### src/positional_char_list_unit_defines.svh
// Assertion macros for the positional character list unit.
`ifndef POSITIONAL_CHAR_LIST_UNIT_DEFINES_SVH
`define POSITIONAL_CHAR_LIST_UNIT_DEFINES_SVH

// Same-cycle implication, checked outside reset.
`define PCL_ASSERT_IMP(lbl, clk, rst_n, ante, cons) \
	lbl: assert property (@(posedge clk) disable iff (!rst_n) (ante) |-> (cons)) \
		else $error("pcl assertion failed");

// Next-cycle implication, checked outside reset.
`define PCL_ASSERT_NXT(lbl, clk, rst_n, ante, cons) \
	lbl: assert property (@(posedge clk) disable iff (!rst_n) (ante) |=> (cons)) \
		else $error("pcl assertion failed");

`endif

### src/pcl_pkg.sv
// Shared types and codes for the positional character list unit.
package pcl_pkg;

	// Operation codes
	localparam logic [1:0] OP_INSERT = 2'd0;
	localparam logic [1:0] OP_REMOVE = 2'd1;
	localparam logic [1:0] OP_CLEAR  = 2'd2;

	// Status codes
	localparam logic [1:0] ST_OK      = 2'd0;
	localparam logic [1:0] ST_FULL    = 2'd1;
	localparam logic [1:0] ST_EMPTY   = 2'd2;
	localparam logic [1:0] ST_MISSING = 2'd3;

	// Width of positions, indexes and counts on the command path
	localparam int POS_W = 8;

	typedef enum logic [1:0] {
		JOB_NONE,
		JOB_INSERT,
		JOB_REMOVE,
		JOB_CLEAR
	} pcl_job_t;

	typedef enum logic [2:0] {
		S_IDLE,
		S_INS,
		S_PUT,
		S_REM_RD,
		S_REM_GRAB,
		S_REM,
		S_DONE
	} pcl_state_t;

	// Decoded command from the front end to the engine
	typedef struct packed {
		logic             start;
		pcl_job_t         job;
		logic [POS_W-1:0] idx;
		logic [7:0]       ch;
		logic [1:0]       status;
	} pcl_cmd_t;

	// Engine status and finished result
	typedef struct packed {
		logic             idle;
		logic             done;
		logic [7:0]       removed;
		logic [1:0]       status;
		logic [POS_W-1:0] count;
	} pcl_rsp_t;

endpackage

### src/positional_char_list_unit.sv
// Top level of the positional character list unit: decode, engine and result register.
//
//   channel | handshake            | fields
//   --------+----------------------+------------------------------------
//   request | req_valid, req_stall | operation, char_value, position
//   result  | rsp_valid, rsp_stall | removed_char, status, entry_count
//
// Insert and remove walk the entries between the index and the count before the result, and
// clear, refused or unknown operations go straight to the result. The walk
// over the entry memory moves one entry per cycle through its single write port.
// Reset clears the count; entry contents are only read below the count.
// A stalled result is held in the output register while the engine waits.
module positional_char_list_unit import pcl_pkg::*; #(
	parameter int DEPTH = 16
) (
	input  logic       clk,
	input  logic       arst_n,
	input  logic       req_valid,
	output logic       req_stall,
	input  logic [1:0] operation,
	input  logic [7:0] char_value,
	input  logic [7:0] position,
	output logic       rsp_valid,
	input  logic       rsp_stall,
	output logic [7:0] removed_char,
	output logic [1:0] status,
	output logic [7:0] entry_count
);

	`include "positional_char_list_unit_defines.svh"

	localparam logic [POS_W-1:0] DEPTH_CNT = POS_W'(DEPTH);

	pcl_cmd_t         cmd;
	pcl_rsp_t         rsp;
	logic             out_free;
	logic             rsp_valid_q;
	logic [7:0]       removed_q;
	logic [1:0]       status_q;
	logic [7:0]       count_q;
	logic [POS_W-1:0] cur_count;
	logic [POS_W-1:0] tgt;

	assign cur_count = rsp.count;
	assign req_stall = !rsp.idle;
	assign out_free  = !rsp_valid_q || !rsp_stall;

	// Position to index: position one is index 0, zero acts as two
	always_comb begin
		if (position == 8'd1) begin
			tgt = '0;
		end else if (position == 8'd0) begin
			tgt = POS_W'(1);
		end else begin
			tgt = position - 1'b1;
		end
	end

	// Operation decode against the current count
	always_comb begin
		cmd.start  = req_valid && !req_stall;
		cmd.ch     = char_value;
		cmd.job    = JOB_NONE;
		cmd.idx    = '0;
		cmd.status = ST_OK;
		unique case (operation)
			OP_INSERT: begin
				if (cur_count == DEPTH_CNT) begin
					cmd.status = ST_FULL;
				end else begin
					cmd.job = JOB_INSERT;
					if ((cur_count == '0) || (position == 8'd1)) begin
						cmd.idx = '0;
					end else if (tgt > cur_count) begin
						cmd.idx = cur_count;
					end else begin
						cmd.idx = tgt;
					end
				end
			end
			OP_REMOVE: begin
				if (cur_count == '0) begin
					cmd.status = ST_EMPTY;
				end else if (tgt >= cur_count) begin
					cmd.status = ST_MISSING;
				end else begin
					cmd.job = JOB_REMOVE;
					cmd.idx = tgt;
				end
			end
			OP_CLEAR: cmd.job = JOB_CLEAR;
			default:  cmd.job = JOB_NONE;
		endcase
	end

	pcl_engine #(
		.DEPTH(DEPTH)
	) u_engine (
		.clk      (clk),
		.arst_n   (arst_n),
		.cmd      (cmd),
		.out_free (out_free),
		.rsp      (rsp)
	);

	// Result register
	always_ff @(posedge clk or negedge arst_n) begin
		if (!arst_n) begin
			rsp_valid_q <= 1'b0;
		end else if (rsp.done) begin
			rsp_valid_q <= 1'b1;
		end else if (!rsp_stall) begin
			rsp_valid_q <= 1'b0;
		end
	end

	always_ff @(posedge clk) begin
		if (rsp.done) begin
			removed_q <= rsp.removed;
			status_q  <= rsp.status;
			count_q   <= rsp.count;
		end
	end

	assign rsp_valid    = rsp_valid_q;
	assign removed_char = removed_q;
	assign status       = status_q;
	assign entry_count  = count_q;

	// Checks
	`PCL_ASSERT_IMP(a_count_bound, clk, arst_n, rsp_valid, entry_count <= DEPTH_CNT)
	`PCL_ASSERT_IMP(a_full_count, clk, arst_n, rsp_valid && (status == ST_FULL), entry_count == DEPTH_CNT)
	`PCL_ASSERT_IMP(a_empty_count, clk, arst_n, rsp_valid && (status == ST_EMPTY), entry_count == 8'd0)
	`PCL_ASSERT_IMP(a_removed_ok, clk, arst_n, rsp_valid && (removed_char != 8'd0), status == ST_OK)

endmodule

### src/pcl_engine.sv
// Shift sequencer and entry memory for the positional character list unit.
module pcl_engine import pcl_pkg::*; #(
	parameter int DEPTH = 16,
	localparam int IW = (DEPTH > 1) ? $clog2(DEPTH) : 1,
	localparam int CW = $clog2(DEPTH + 1)
) (
	input  logic     clk,
	input  logic     arst_n,
	input  pcl_cmd_t cmd,
	input  logic     out_free,
	output pcl_rsp_t rsp
);

	logic [7:0]    mem [DEPTH];

	pcl_state_t    state_q, state_nxt;
	logic [CW-1:0] count_q;
	logic [CW-1:0] ptr_q;
	logic [IW-1:0] idx_q;
	logic [7:0]    ch_q;
	logic [1:0]    status_q;
	logic [7:0]    removed_q;
	logic          pend_q;
	logic [IW-1:0] pend_addr_q;
	logic [7:0]    rdata_q;

	logic [CW-1:0] ptr_dec;
	logic [CW-1:0] idx_ext;
	logic          ins_more;
	logic          rem_more;
	logic          rd_en;
	logic [IW-1:0] rd_addr;
	logic          we;
	logic [IW-1:0] wa;
	logic [7:0]    wd;

	assign ptr_dec  = ptr_q - 1'b1;
	assign idx_ext  = CW'(idx_q);
	assign ins_more = (ptr_q > idx_ext);
	assign rem_more = (ptr_q < count_q);

	// Next state
	always_comb begin
		state_nxt = state_q;
		unique case (state_q)
			S_IDLE: begin
				if (cmd.start) begin
					unique case (cmd.job)
						JOB_INSERT: state_nxt = S_INS;
						JOB_REMOVE: state_nxt = S_REM_RD;
						default:    state_nxt = S_DONE;
					endcase
				end
			end
			S_INS:      state_nxt = ins_more ? S_INS : S_PUT;
			S_PUT:      state_nxt = S_DONE;
			S_REM_RD:   state_nxt = S_REM_GRAB;
			S_REM_GRAB: state_nxt = S_REM;
			S_REM:      state_nxt = rem_more ? S_REM : S_DONE;
			S_DONE:     state_nxt = out_free ? S_IDLE : S_DONE;
			default:    state_nxt = S_IDLE;
		endcase
	end

	// Memory port controls and result
	always_comb begin
		rd_en   = 1'b0;
		rd_addr = idx_q;
		unique case (state_q)
			S_INS: begin
				rd_en   = ins_more;
				rd_addr = ptr_dec[IW-1:0];
			end
			S_REM_RD: begin
				rd_en   = 1'b1;
				rd_addr = idx_q;
			end
			S_REM: begin
				rd_en   = rem_more;
				rd_addr = ptr_q[IW-1:0];
			end
			default: begin
				rd_en   = 1'b0;
				rd_addr = idx_q;
			end
		endcase
		// the pending shift write and the final insert write never coincide
		we = pend_q || (state_q == S_PUT);
		wa = pend_q ? pend_addr_q : idx_q;
		wd = pend_q ? rdata_q : ch_q;

		rsp.idle    = (state_q == S_IDLE);
		rsp.done    = (state_q == S_DONE) && out_free;
		rsp.removed = removed_q;
		rsp.status  = status_q;
		rsp.count   = POS_W'(count_q);
	end

	// Entry memory, one write and one registered read port
	always_ff @(posedge clk) begin
		if (we) begin
			mem[wa] <= wd;
		end
		if (rd_en) begin
			rdata_q <= mem[rd_addr];
		end
	end

	// Control state
	always_ff @(posedge clk or negedge arst_n) begin
		if (!arst_n) begin
			state_q <= S_IDLE;
			count_q <= '0;
			pend_q  <= 1'b0;
		end else begin
			state_q <= state_nxt;
			pend_q  <= rd_en && ((state_q == S_INS) || (state_q == S_REM));
			if ((state_q == S_IDLE) && cmd.start && (cmd.job == JOB_CLEAR)) begin
				count_q <= '0;
			end else if (state_q == S_PUT) begin
				count_q <= count_q + 1'b1;
			end else if ((state_q == S_REM) && !rem_more) begin
				count_q <= count_q - 1'b1;
			end
		end
	end

	// Item payload and walk pointer
	always_ff @(posedge clk) begin
		if ((state_q == S_IDLE) && cmd.start) begin
			idx_q     <= cmd.idx[IW-1:0];
			ch_q      <= cmd.ch;
			status_q  <= cmd.status;
			removed_q <= '0;
			ptr_q     <= count_q;
		end
		// insert walks down from the top, remove walks up from the gap
		if ((state_q == S_INS) && ins_more) begin
			ptr_q       <= ptr_dec;
			pend_addr_q <= ptr_q[IW-1:0];
		end
		if (state_q == S_REM_GRAB) begin
			removed_q <= rdata_q;
			ptr_q     <= idx_ext + 1'b1;
		end
		if ((state_q == S_REM) && rem_more) begin
			ptr_q       <= ptr_q + 1'b1;
			pend_addr_q <= ptr_dec[IW-1:0];
		end
	end

endmodule

### config.mk
export PLATFORM = sky130hd
export DESIGN_NAME = positional_char_list_unit
export DESIGN_NICKNAME = d
export VERILOG_FILES = /design/src/pcl_pkg.sv /design/src/positional_char_list_unit.sv /design/src/pcl_engine.sv
export VERILOG_INCLUDE_DIRS = /design/src /design/src/src
export SDC_FILE = /design/constraint.sdc
export NUM_CORES = 1
export LEC_CHECK = 0
export BUFFER_PORTS_ARGS = -buffer_cell sky130_fd_sc_hd__buf_2
export CAP_MARGIN = 20
export CORE_AREA = 2 2 126 128
export CTS_CLUSTER_DIAMETER = 50
export DETAILED_ROUTE_END_ITERATION = 12
export DIE_AREA = 0 0 128 130
export PLACE_DENSITY_LB_ADDON = 0.08
export SYNTH_ARGS = -nofsm -noshare
export SYNTH_HDL_FRONTEND = slang
export SYNTH_SLANG_ARGS = --single-unit
### constraint.sdc
create_clock -name clk -period 4.8 [get_ports clk]
set_input_delay 0.48 -clock clk [delete_from_list [all_inputs] [get_ports clk]]
set_output_delay 0.48 -clock clk [all_outputs]
set_load 0.01 [all_outputs]
==> out/results.ini, run 1 <==
[worst_setup_path]
critPathRequiredTime_ps = 4970
endpoint_kind = flip-flop
worstSetupPathType = reg -> reg
r2r-start = u_engine.ptr_q[0]
cpLargestDelayFamily = simple AND/OR/NAND/NOR gates
arrival_ps = 3640
crit_slowest_cell = or4_1
critPathBufInv = 1
slowest_delay_ps = 590
reg2reg_depth = 8
r2r-end = u_engine.rdata_q[1]
worstPathMaxFanout = 32
critPathLaunch = u_engine.ptr_q[0]
cp-endpoint = u_engine.rdata_q[1]
cp_cell_sequence = inv_1, ha_1, nand2b_1, nand3_2, nand2_2, a211oi_1, a311oi_1, or4_1
start_kind = flip-flop
rrSetupSlack_ps = 1330
path_depth = 8

[clock_network]
cts_tree = done
worstSkewPairLatency_ps = 440
clk_pin_slew_ps = 70
htreeDepth = 4
clk_path_buf_depth = 2
cts_setup_buffers = 0
cts_buffers = 17
cts-root-buf = clkbuf_16
clock_sinks = 192

[finish]
multi_input_area_sq_um = 2935
fill_cells = 1140
drive_gt1_share_pct = 14.47
num_antenna_cells = 0
final_area_sq_um = 9791
area_growth_syn_to_layout_pct = 9.441
final_nets = 746
seq_area_sq_um = 5715

[route]
finalWirelength_um = 19220
wl_per_cell_um = 21.26
first_pass_iters = 5
dr_total_vias = 5645
antenna_left = 0
viasPerCell = 6.244
drc_errors = 0
first_iter_violations = 535

[global_route]
grt_max_degree = 49
grt_first_pass_wirelength_um = 30300
antenna_found_initial = 0
gr-total-overflow = 0
first_global_vias = 5466
grt_use_total_pct = 24.34

[timing]
max_slew_margin_pct = 33.21
slew_violations = 0
setup_viol = 0
hold_violations = 0
worst_pin_slew_ps = 1002
fin_crit_ps = 3472
finalClockSkew_ps = 11.87
finalCritPeriodShare_pct = 72.33
fin_setup_tns_ps = 0
rsz0062_at_grt = false
whs_ps = 214.0
fmax_ghz = 0.2880

[synth]
synth_seq_cells = 192
post-synth-top-area-cell = edfxtp_1
synth_top_area_share_pct = 61.09
netlist_area_sq_um = 8946
synth_top_cells_by_count = edfxtp_1, nor2_1, nand2_1, a211oi_1, nand3_1
yosysUniqueCellTypes = 65
synth_ff_type = edfxtp_1
synthCells = 670
synth_area_leaders = edfxtp_1, a211oi_1, ha_1
syn_avg_cell_area_sq_um = 13.35
ys_seq_area_share_pct = 63.89
synth_edf_count = 182
async_flop_share_pct = 5.208
ys_warn_count = 0
synth_most_common_cell = edfxtp_1

[place]
routabilityCongestion = 0.8583
placed_area_sq_um = 9201
post-dp-hpwl_um = 13140
io_buffers = 38

[power]
peakVddDrop_uv = 365.7
swShare_pct = 37.57
seqPwrFrac_pct = 42.2
switchingPower_w = 0.002327
p_leak_nw = 3.507
clock_power_share_pct = 21.7
combPwrFrac_pct = 36.1
power.internal_w = 0.003866
p_total_w = 0.006193
p_per_area_nw_per_um2 = 632.6

[die]
die_w_um = 128
io_pins = 42
fp-row-count = 46
die_y_um = 130
die_area_sq_um = 16640
core-area_sq_um = 15420
initial_utilization_pct = 58.00

[flow_run]
maxCapViolCount = 0

[status]
status = finished clean

[hold_path]
hold_class = in -> reg

==> placed cells by master, fill, tap and decap left out, types with 5 or more instances in the layout <==
master / synthesis / layout
a211oi_1: 42 / 42
a211oi_2: 8 / 8
a21o_1: 5 / 5
a21oi_1: 16 / 16
a311oi_1: 16 / 16
a31oi_1: 6 / 6
and3_1: 25 / 25
buf_2: 13 / 38
buf_4: 5 / 6
clkbuf_16: 0 / 17
dfrtp_1: 10 / 10
edfxtp_1: 182 / 182
ha_1: 23 / 23
inv_1: 20 / 20
mux2_2: 9 / 9
mux2i_1: 22 / 22
nand2_1: 44 / 44
nand2b_1: 6 / 6
nand3_1: 27 / 27
nor2_1: 54 / 54
nor2b_1: 18 / 18
nor3_1: 6 / 6
o21ai_0: 9 / 9
or4_1: 8 / 8
xnor2_1: 15 / 15
==> per-stage QoR <==
step           setup slack (ps)  instances  util, %
3_5_place_dp               1179        871    59.65
2_1_floorplan              1739        672        -
6_report                   1328        904    63.47
5_1_grt                    1068        904    63.47
3_3_place_gp               1341        870    59.60
4_1_cts                    1324        903    63.34
==> how the worst min path moves through the flow <==
stage	from	slack, ps	cells past startpoint	endpoint
global placement	arst_n	350	1	rsp_valid
global route	char_value[2]	200	1	u_engine.ch_q[2]
finish	char_value[1]	210	1	u_engine.ch_q[1]
CTS	char_value[1]	210	1	u_engine.ch_q[1]
detailed placement	arst_n	350	1	rsp_valid
floorplan	arst_n	180	0	rsp_valid
==> layout make-up <==
| class | instances | area share, % |
|---|---|---|
| clock buffer | 17 | 4.345 |
| inverter | 20 | 0.7668 |
| sequential | 192 | 58.38 |
| tap | 192 | 2.454 |
| multi-input combinational | 423 | 29.98 |
| timing repair buffer | 46 | 2.709 |
| clock inverter | 14 | 1.367 |
==> power by group through the flow <==
stage / Combinational (W) / Sequential [W] / Clock [W]
floorplan: 0.00176 / 0.00249 / 0
CTS: 0.00221 / 0.00261 / 0.00136
detailed placement: 0.00220 / 0.00264 / 0
finish: 0.00224 / 0.00261 / 0.00135
global route: 0.00247 / 0.00265 / 0.00142
global placement: 0.00214 / 0.00264 / 0
==> worst register-to-register path, cell delays in order (launching register included) <==
cell and delay (ps):
edfxtp_1 500, inv_1 140, ha_1 370, nand2b_1 110, nand3_2 360, nand2_2 500
a211oi_1 510, a311oi_1 140, or4_1 590
==> sequential cells by signal, summed over array words and instances, names as in the netlist <==
register	flops
entry_count	5
removed_char	8
rsp_valid	1
status	2
u_engine.ch_q	8
u_engine.count_q	5
u_engine.idx_q	4
u_engine.mem	128
u_engine.pend_addr_q	4
u_engine.pend_q	1
u_engine.ptr_q	5
u_engine.rdata_q	8
u_engine.removed_q	8
u_engine.state_q	3
u_engine.status_q	2
==> layer usage <==
| metal | vias to the layer above | track usage, % | wire length (um) |
|---|---|---|---|
| met5 | - | 0 | 0 |
| met3 | 36 | 5.043 | 1154 |
| met4 | 0 | 8.145 | 355 |
| met1 | 2793 | 31.66 | 8061 |
| met2 | 190 | 41.37 | 9649 |
| li1 | 2626 | - | - |
==> logic make-up (layout without fill, tap and decap cells) <==
kind of cell	count (synthesis)	after routing	synth area share, %
other	1	3	0.04192
buffers and inverters	57	97	3.468
xor gates and xnor gates	19	19	1.860
AOI/OAI and AO/OA	139	139	12.00
DFF	192	192	63.89
muxes	32	32	3.762
adders and majority gates	24	24	3.441
and+or+nand+nor	206	206	11.54
==> what timing repair did <==
item / CTS / global route
gates resized for setup: 0 / 0
hold buffers: 1 / 0
setup endpoints to repair: 0 / 0
endpoints found under the hold margin: 10 / 0
No activity file was read; power rests on OpenSTA's default activity.
==> run 2, diff against run 1 <==
ABC_AREA = 1   (was default)
CORE_AREA = 2 2 131 133   (was 2 2 126 128)
DIE_AREA = 0 0 133 135   (was 0 0 128 130)
clock period = 3.1 ns   (was 4.8 ns; I/O delays follow)
==> run 2 against run 1 <==
Total power grew 65%. Flip-flop and latch count is the same. Global-route usage shrank 0.63 points. Design area grew 2.4%. Maximum frequency grew 28%. Non-clock buffer count grew 28. Critical path depth grew 3. Via count grew 8.6%. Final cell count grew 23%. First-iteration DRC count shrank 6.9%. Largest cell class unchanged. Largest power group is now combinational logic.
==> out/results.ini, run 2 <==
[die]
core-area_sq_um = 16410  ; was 15,420 sq um
die_area_sq_um = 17960  ; was 16,640 sq um
die_w_um = 133  ; was 128 um
io_pins = 42  ; unchanged
fp-row-count = 47  ; was 46
die_y_um = 135  ; was 130 um
initial_utilization_pct = 54.18  ; was 58.00%

[synth]
synth_top_cells_by_count = edfxtp_1, nor2_1, nand2_1, o21ai_0, inv_1  ; was edfxtp_1, nor2_1, nand2_1, a211oi_1, nand3_1
synth_most_common_cell = edfxtp_1  ; unchanged
yosysUniqueCellTypes = 47  ; was 65
async_flop_share_pct = 5.208  ; unchanged
ys_warn_count = 0  ; unchanged
synth_top_area_share_pct = 61.49  ; was 61.09%
muxShareOfSynthArea_pct = 0  ; was 3.762%
synth_fa_ha_area_share_pct = 3.463  ; was 3.441%
ys_seq_area_share_pct = 64.30  ; was 63.89%
synth_seq_cells = 192  ; unchanged
syn_avg_cell_area_sq_um = 10.95  ; was 13.35 sq um
yosys.area_share.simple_pct = 16.64  ; was 11.54%
post-synth-top-area-cell = edfxtp_1  ; unchanged
synth_xor_area_share_pct = 1.281  ; was 1.860%
synth_area_leaders = edfxtp_1, nor2_1, nand2_1  ; was edfxtp_1, a211oi_1, ha_1
netlist_area_sq_um = 8889  ; was 8946 sq um
synth_compound_area_share_pct = 9.403  ; was 12.00%
synth_edf_count = 182  ; unchanged
synthCells = 812  ; was 670
synth_ff_type = edfxtp_1  ; unchanged
synth_top_family_by_area = simple AND/OR/NAND/NOR gates  ; was compound AO/OA/AOI/OAI gates

[worst_setup_path]
path_common_cell = inv_1
start_kind = flip-flop  ; unchanged
r2r-start = u_engine.count_q[4]  ; was u_engine.ptr_q[0]
crit_slowest_cell = dfrtp_1  ; was or4_1
critPathRequiredTime_ps = 3230  ; was 4970 ps
arrival_ps = 2850  ; was 3640 ps
reg2reg_depth = 11  ; was 8
cpLargestDelayFamily = buffers and inverters  ; was simple AND/OR/NAND/NOR gates
worstSetupPathType = reg -> reg  ; unchanged
slowest_delay_ps = 480  ; was 590 ps
rrSetupSlack_ps = 380  ; was 1330 ps
r2r-end = u_engine.rdata_q[3]  ; was u_engine.rdata_q[1]
cp_cell_sequence = inv_1, ha_1, a21oi_1, o21a_1, nand2_1, nor2_1, inv_1, nand2_1, inv_1, o31ai_1, clkbuf_2  ; was inv_1, ha_1, nand2b_1, nand3_2, nand2_2, a211oi_1, a311oi_1, or4_1
critPathBufInv = 4  ; was 1
endpoint_kind = flip-flop  ; unchanged
worstPathMaxFanout = 12  ; was 32

[finish]
largest_reg_flops = 128  ; unchanged
area_growth_syn_to_layout_pct = 12.84  ; was 9.441%
regMostFlops = u_engine.mem  ; unchanged
instances_no_fill = 1109  ; was 904
drive_gt1_share_pct = 14.29  ; was 14.47%
multi_input_area_sq_um = 2748  ; was 2935 sq um
num_antenna_cells = 0  ; unchanged
final_cell_mix = edfxtp_1, nor2_1, nand2_1, o21ai_0, inv_1  ; was edfxtp_1, nor2_1, nand2_1, a211oi_1, buf_2
seq_area_sq_um = 5715  ; unchanged
final_nets = 923  ; was 746
final_common_cell = edfxtp_1  ; unchanged
fill_cells = 1344  ; was 1,140

[timing]
whs_ps = 60.80  ; was 214.0 ps
hold_violations = 0  ; unchanged
rsz0062_at_grt = false  ; unchanged
slew_violations = 0  ; unchanged
fin_crit_ps = 2719  ; was 3472 ps
fin_setup_tns_ps = 0  ; unchanged
worst_pin_slew_ps = 807.6  ; was 1002 ps
setup_viol = 0  ; unchanged
max_slew_margin_pct = 45.96  ; was 33.21%
finalClockSkew_ps = 11.48  ; was 11.87 ps
finalCritPeriodShare_pct = 87.71  ; was 72.33%
fmax_ghz = 0.3678  ; was 0.2880 GHz

[clock_network]
clock_sinks = 192  ; unchanged
cts_tree = done  ; unchanged
postCtsHoldBufs = 1  ; unchanged
htreeDepth = 4  ; unchanged
clk_pin_slew_ps = 70  ; about the same
cts-root-buf = clkbuf_16  ; unchanged
cts_setup_buffers = 0  ; unchanged
cts_buffers = 17  ; unchanged
ctsResizeCount = 0  ; unchanged
worstSkewPairLatency_ps = 420  ; was 440 ps
clk_path_buf_depth = 2  ; unchanged

[global_route]
busiest_layer = met2  ; unchanged
antenna_found_initial = 0  ; unchanged
grt_max_degree = 65  ; was 49
gr-total-overflow = 0  ; unchanged
use_met1_pct = 32.77  ; was 31.66%
grt_use_met2_pct = 38.34  ; was 41.37%
grt_use_total_pct = 23.71  ; was 24.34%
first_global_vias = 6131  ; was 5,466
grt_first_pass_wirelength_um = 32220  ; was 30,300 um
grtUsageMet3_pct = 4.842  ; was 5.043%

[route]
first_iter_violations = 498  ; was 535
dr_total_vias = 6128  ; was 5,645
drc_errors = 0  ; unchanged
wl_per_cell_um = 18.37  ; was 21.26 um
viasPerCell = 5.526  ; was 6.244
finalWirelength_um = 20370  ; was 19,220 um
antenna_left = 0  ; unchanged
first_pass_iters = 5  ; unchanged

[hold_path]
hold_start = char_value[5]  ; was char_value[1]
hold_class = in -> reg  ; unchanged
hold_path_depth = 1  ; unchanged
holdPathEnd = u_engine.ch_q[5]  ; was u_engine.ch_q[1]

[power]
p_per_area_nw_per_um2 = 1019  ; was 632.6 nW/um^2
p_leak_nw = 3.856  ; was 3.507 nW
p_total_w = 0.01022  ; was 0.006193 W
peakVddDrop_uv = 626.4  ; was 365.7 uV

[flow_run]
maxCapViolCount = 0  ; unchanged

[place]
io_buffers = 38  ; unchanged
routabilityCongestion = 0.8298  ; was 0.8583
post-dp-hpwl_um = 14100  ; was 13,140 um
placedCellCount = 1076  ; was 871

[status]
status = finished clean  ; unchanged

==> run 2: cell count changes after synthesis, moves of 10 or more <==
cell	delta
nand2_1	+58
nor2_1	+86
nor2b_1	-18
o21ai_0	+66
inv_1	+44
xnor2_1	-13
a211oi_1	-42
and3_1	-25
nand3_1	+36
mux2i_1	-22
or2_1	+10
a311oi_1	-16
o211ai_1	+31
==> run 2: worst max path at each step <==
stage	end	cells after the start	slack [ps]	start
5_1_grt	u_engine.rdata_q[3]	11	160	u_engine.count_q[4]
3_3_place_gp	u_engine.state_q[0]	19	130	position[0]
2_1_floorplan	u_engine.state_q[0]	19	430	position[0]
6_report	u_engine.rdata_q[3]	11	380	u_engine.count_q[4]
4_1_cts	u_engine.state_q[0]	19	450	position[0]
3_5_place_dp	u_engine.state_q[0]	19	20	position[0]
==> run 2: logic make-up (layout without fill, tap and decap cells) <==
logic type               Yosys count  count (layout)
AO/OA/AOI/OAI                    139             139
XOR/XNOR                          13              13
adder cells (fa/ha/maj)           24              24
buffers and inverters            100             175
flip-flops                       192             192
other                              1               3
AND/OR/NAND/NOR                  343             343
==> run 2: metal layers <==
metal / share of wire (%) / vias to the layer above
met1: 46 / 2967
met5: 0 / -
met2: 47 / 184
met3: 5.6 / 24
met4: 1.6 / 0
li1: - / 2953
==> run 2: stage by stage <==
stage                     worst slack, ps  area (sq um)  util (%)
after detailed placement            16.51          9459     57.65
after global routing                156.6         10030     61.13
final                               381.1         10030     61.13
after CTS                           452.9         10020     61.10
after global placement              131.8          9459     57.65
after floorplan                     429.8          8896         -
==> run 2: cell type report <==
cell class	count	area share, %
Clock inverter	14	1.297
Clock buffer	17	4.242
Inverter	70	2.620
Tap cell	220	2.745
Timing Repair Buffer	74	4.716
Multi-Input combinational cell	522	27.40
Sequential cell	192	56.99
==> run 2: report_power, final <==
group | internal [W] | switching [W] | total (W)
clock | 0.00112 | 0.000968 | 0.00208
combinational | 0.00132 | 0.00293 | 0.00425
sequential | 0.00365 | 0.000241 | 0.00389
==> run 2: worst reg2reg max path: cells and delay by family, from the launching register on <==
kind | cells | cell delay (ps)
AO/OA/AOI/OAI | 3 | 460
buffers and inverters | 4 | 680
AND/OR/NAND/NOR | 3 | 490
flip-flops | 1 | 480
adder cells (fa/ha/maj) | 1 | 320
==> run 3, diff against run 2 <==
CELL_PAD_IN_SITES_DETAIL_PLACEMENT = 1   (was default)
CELL_PAD_IN_SITES_GLOBAL_PLACEMENT = 1   (was default)
CORE_AREA = 2 2 144 146   (was 2 2 131 133)
DIE_AREA = 0 0 146 148   (was 0 0 133 135)
SETUP_SLACK_MARGIN = 0.2   (was default)
==> run 3 against run 2 <==
Design area is 1.0% higher. Via count up 0.64%. Clock power rose by 3%. Maximum frequency increased by 4.8%. Flip-flop and latch count unchanged. Critical path type unchanged.
==> out/results.ini, run 3 (synthesis results as in run 2) <==
[worst_setup_path]
path_depth = 11  ; unchanged
critPathLaunch = u_engine.count_q[2]  ; was u_engine.count_q[4]
path_common_cell = inv_1  ; unchanged
cpLargestDelayFamily = buffers and inverters  ; unchanged
crit_slowest_cell = dfrtp_1  ; unchanged
start_kind = flip-flop  ; unchanged
r2r-end = u_engine.rdata_q[2]  ; was u_engine.rdata_q[3]
worstPathMaxFanout = 7  ; was 12
cp-endpoint = u_engine.rdata_q[2]  ; was u_engine.rdata_q[3]
rrSetupSlack_ps = 510  ; was 380 ps
arrival_ps = 2720  ; was 2850 ps
cp_cell_sequence = inv_1, ha_1, a21oi_1, o21a_1, nand2_1, nor2_1, inv_1, nand2_1, inv_1, o31ai_1, buf_2  ; was inv_1, ha_1, a21oi_1, o21a_1, nand2_1, nor2_1, inv_1, nand2_1, inv_1, o31ai_1, clkbuf_2
endpoint_kind = flip-flop  ; unchanged
reg2reg_depth = 11  ; unchanged
slowest_delay_ps = 440  ; was 480 ps
r2r-start = u_engine.count_q[2]  ; was u_engine.count_q[4]
critPathRequiredTime_ps = 3230  ; about the same
worstSetupPathType = reg -> reg  ; unchanged
critPathBufInv = 4  ; unchanged

[status]
status = finished clean  ; unchanged

[place]
placed_area_sq_um = 9524  ; was 9459 sq um
placedCellCount = 1124  ; was 1,076
post-dp-hpwl_um = 16340  ; was 14,100 um
io_buffers = 38  ; unchanged
routabilityCongestion = 0.8547  ; was 0.8298
dpl_worst_slack_ps = 19.18  ; was 16.51 ps

[route]
wl_per_cell_um = 20.01  ; was 18.37 um
antenna_left = 0  ; unchanged
dr_total_vias = 6167  ; was 6,128
viasPerCell = 5.326  ; was 5.526
first_pass_iters = 4  ; was 5
finalWirelength_um = 23180  ; was 20,370 um
drc_errors = 0  ; unchanged
first_iter_violations = 401  ; was 498

[clock_network]
cts-root-buf = clkbuf_16  ; unchanged
clock_sinks = 192  ; unchanged
worstSkewPairLatency_ps = 430  ; was 420 ps
cts_tree = done  ; unchanged
htreeDepth = 4  ; unchanged
cts_buffers = 17  ; unchanged
clk_path_buf_depth = 2  ; unchanged
clk_pin_slew_ps = 70  ; about the same

[global_route]
grt_first_pass_wirelength_um = 36870  ; was 32,220 um
grt_use_total_pct = 22.23  ; was 23.71%
gr-total-overflow = 0  ; unchanged
antenna_found_initial = 0  ; unchanged
grt_max_degree = 65  ; unchanged
first_global_vias = 6595  ; was 6,131

[power]
power.internal_w = 0.006056  ; was 0.006080 W
combPwrFrac_pct = 42.2  ; was 41.6%
p_total_w = 0.01047  ; was 0.01022 W
seqPwrFrac_pct = 37.4  ; was 38.0%
clock_power_share_pct = 20.4  ; about the same
switchingPower_w = 0.004415  ; was 0.004140 W
p_leak_nw = 3.870  ; was 3.856 nW
p_per_area_nw_per_um2 = 1034  ; was 1019 nW/um^2
swShare_pct = 42.16  ; was 40.51%
peakVddDrop_uv = 476.0  ; was 626.4 uV

[timing]
slew_violations = 0  ; unchanged
setup_viol = 0  ; unchanged
finalClockSkew_ps = 10.92  ; was 11.48 ps
worst_pin_slew_ps = 956.0  ; was 807.6 ps
fin_setup_tns_ps = 0  ; unchanged
setup_slack_ps = 505.7  ; was 381.1 ps
max_slew_margin_pct = 36.26  ; was 45.96%
rsz0062_at_grt = false  ; unchanged
hold_violations = 0  ; unchanged
fmax_ghz = 0.3855  ; was 0.3678 GHz
finalCritPeriodShare_pct = 83.69  ; was 87.71%
fin_crit_ps = 2594  ; was 2719 ps

[finish]
instances_no_fill = 1158  ; was 1,109
regMostFlops = u_engine.mem  ; unchanged
final_common_cell = edfxtp_1  ; unchanged
drive_gt1_share_pct = 14.75  ; was 14.29%
final_nets = 921  ; was 923
final_area_sq_um = 10130  ; was 10,030 sq um
fill_cells = 2200  ; was 1,344
num_antenna_cells = 0  ; unchanged
largest_reg_flops = 128  ; unchanged
area_growth_syn_to_layout_pct = 13.98  ; was 12.84%
final_cell_mix = edfxtp_1, nor2_1, nand2_1, o21ai_0  ; was edfxtp_1, nor2_1, nand2_1, o21ai_0, inv_1

[die]
fp-row-count = 52  ; was 47
die_w_um = 146  ; was 133 um
initial_utilization_pct = 44.36  ; was 54.18%
die_y_um = 148  ; was 135 um
die_area_sq_um = 21610  ; was 17,960 sq um
io_pins = 42  ; unchanged
core-area_sq_um = 20040  ; was 16,410 sq um

[flow_run]
maxCapViolCount = 0  ; unchanged

[hold_path]
hold_class = in -> reg  ; unchanged

[run 3: power by group through the flow]
| stage | Sequential [W] | Combinational [W] | Clock [W] |
|---|---|---|---|
| after CTS | 0.00392 | 0.00449 | 0.00217 |
| after global routing | 0.00396 | 0.00498 | 0.00226 |
| after floorplan | 0.00388 | 0.00287 | 0 |
| after global placement | 0.00396 | 0.00425 | 0 |
| after detailed placement | 0.00397 | 0.00444 | 0 |
| final | 0.00391 | 0.00442 | 0.00214 |
[run 3: timing repair]
action	CTS	global route
gates resized for setup	0	3
setup buffers	0	1
hold endpoints to repair	10	0
endpoints found under the setup margin	0	2
hold buffers	1	0
[run 3: area by class of cell]
| type | instances | area [sq um] | area share, % |
|---|---|---|---|
| multi-input combinational | 522 | 2766 | 27.31 |
| clock inverter | 14 | 148.9 | 1.470 |
| inverter | 70 | 262.8 | 2.594 |
| sequential | 192 | 5715 | 56.42 |
| clock buffer | 18 | 429.2 | 4.236 |
| tap | 270 | 337.8 | 3.335 |
| timing repair buffer | 72 | 470.5 | 4.644 |
[run 3: routing by layer]
metal	GRT usage (%)	vias to the layer above	part of all wire [%]
met3	2.963	27	3.0
met1	28.25	3085	43
met4	8.350	0	2.0
met2	39.03	101	52
li1	-	2954	-
met5	0	-	0
[run 3: through the flow]
step           hold WS [ps]  utilization, %
6_report              49.53           50.56
5_1_grt               30.64           50.56
4_1_cts               32.88           50.46
3_5_place_dp          195.4           47.53
3_3_place_gp          187.3           47.50
2_1_floorplan         14.41               -
[run 3: worst min path at each step]
stage / from / end / slack, ps / cells after the start
2_1_floorplan: arst_n / rsp_valid / 10 / 0
3_3_place_gp: arst_n / u_engine.count_q[1] / 190 / 1
3_5_place_dp: arst_n / u_engine.count_q[3] / 200 / 1
4_1_cts: char_value[3] / u_engine.ch_q[3] / 30 / 1
5_1_grt: char_value[3] / u_engine.ch_q[3] / 30 / 1
6_report: char_value[3] / u_engine.ch_q[3] / 50 / 1
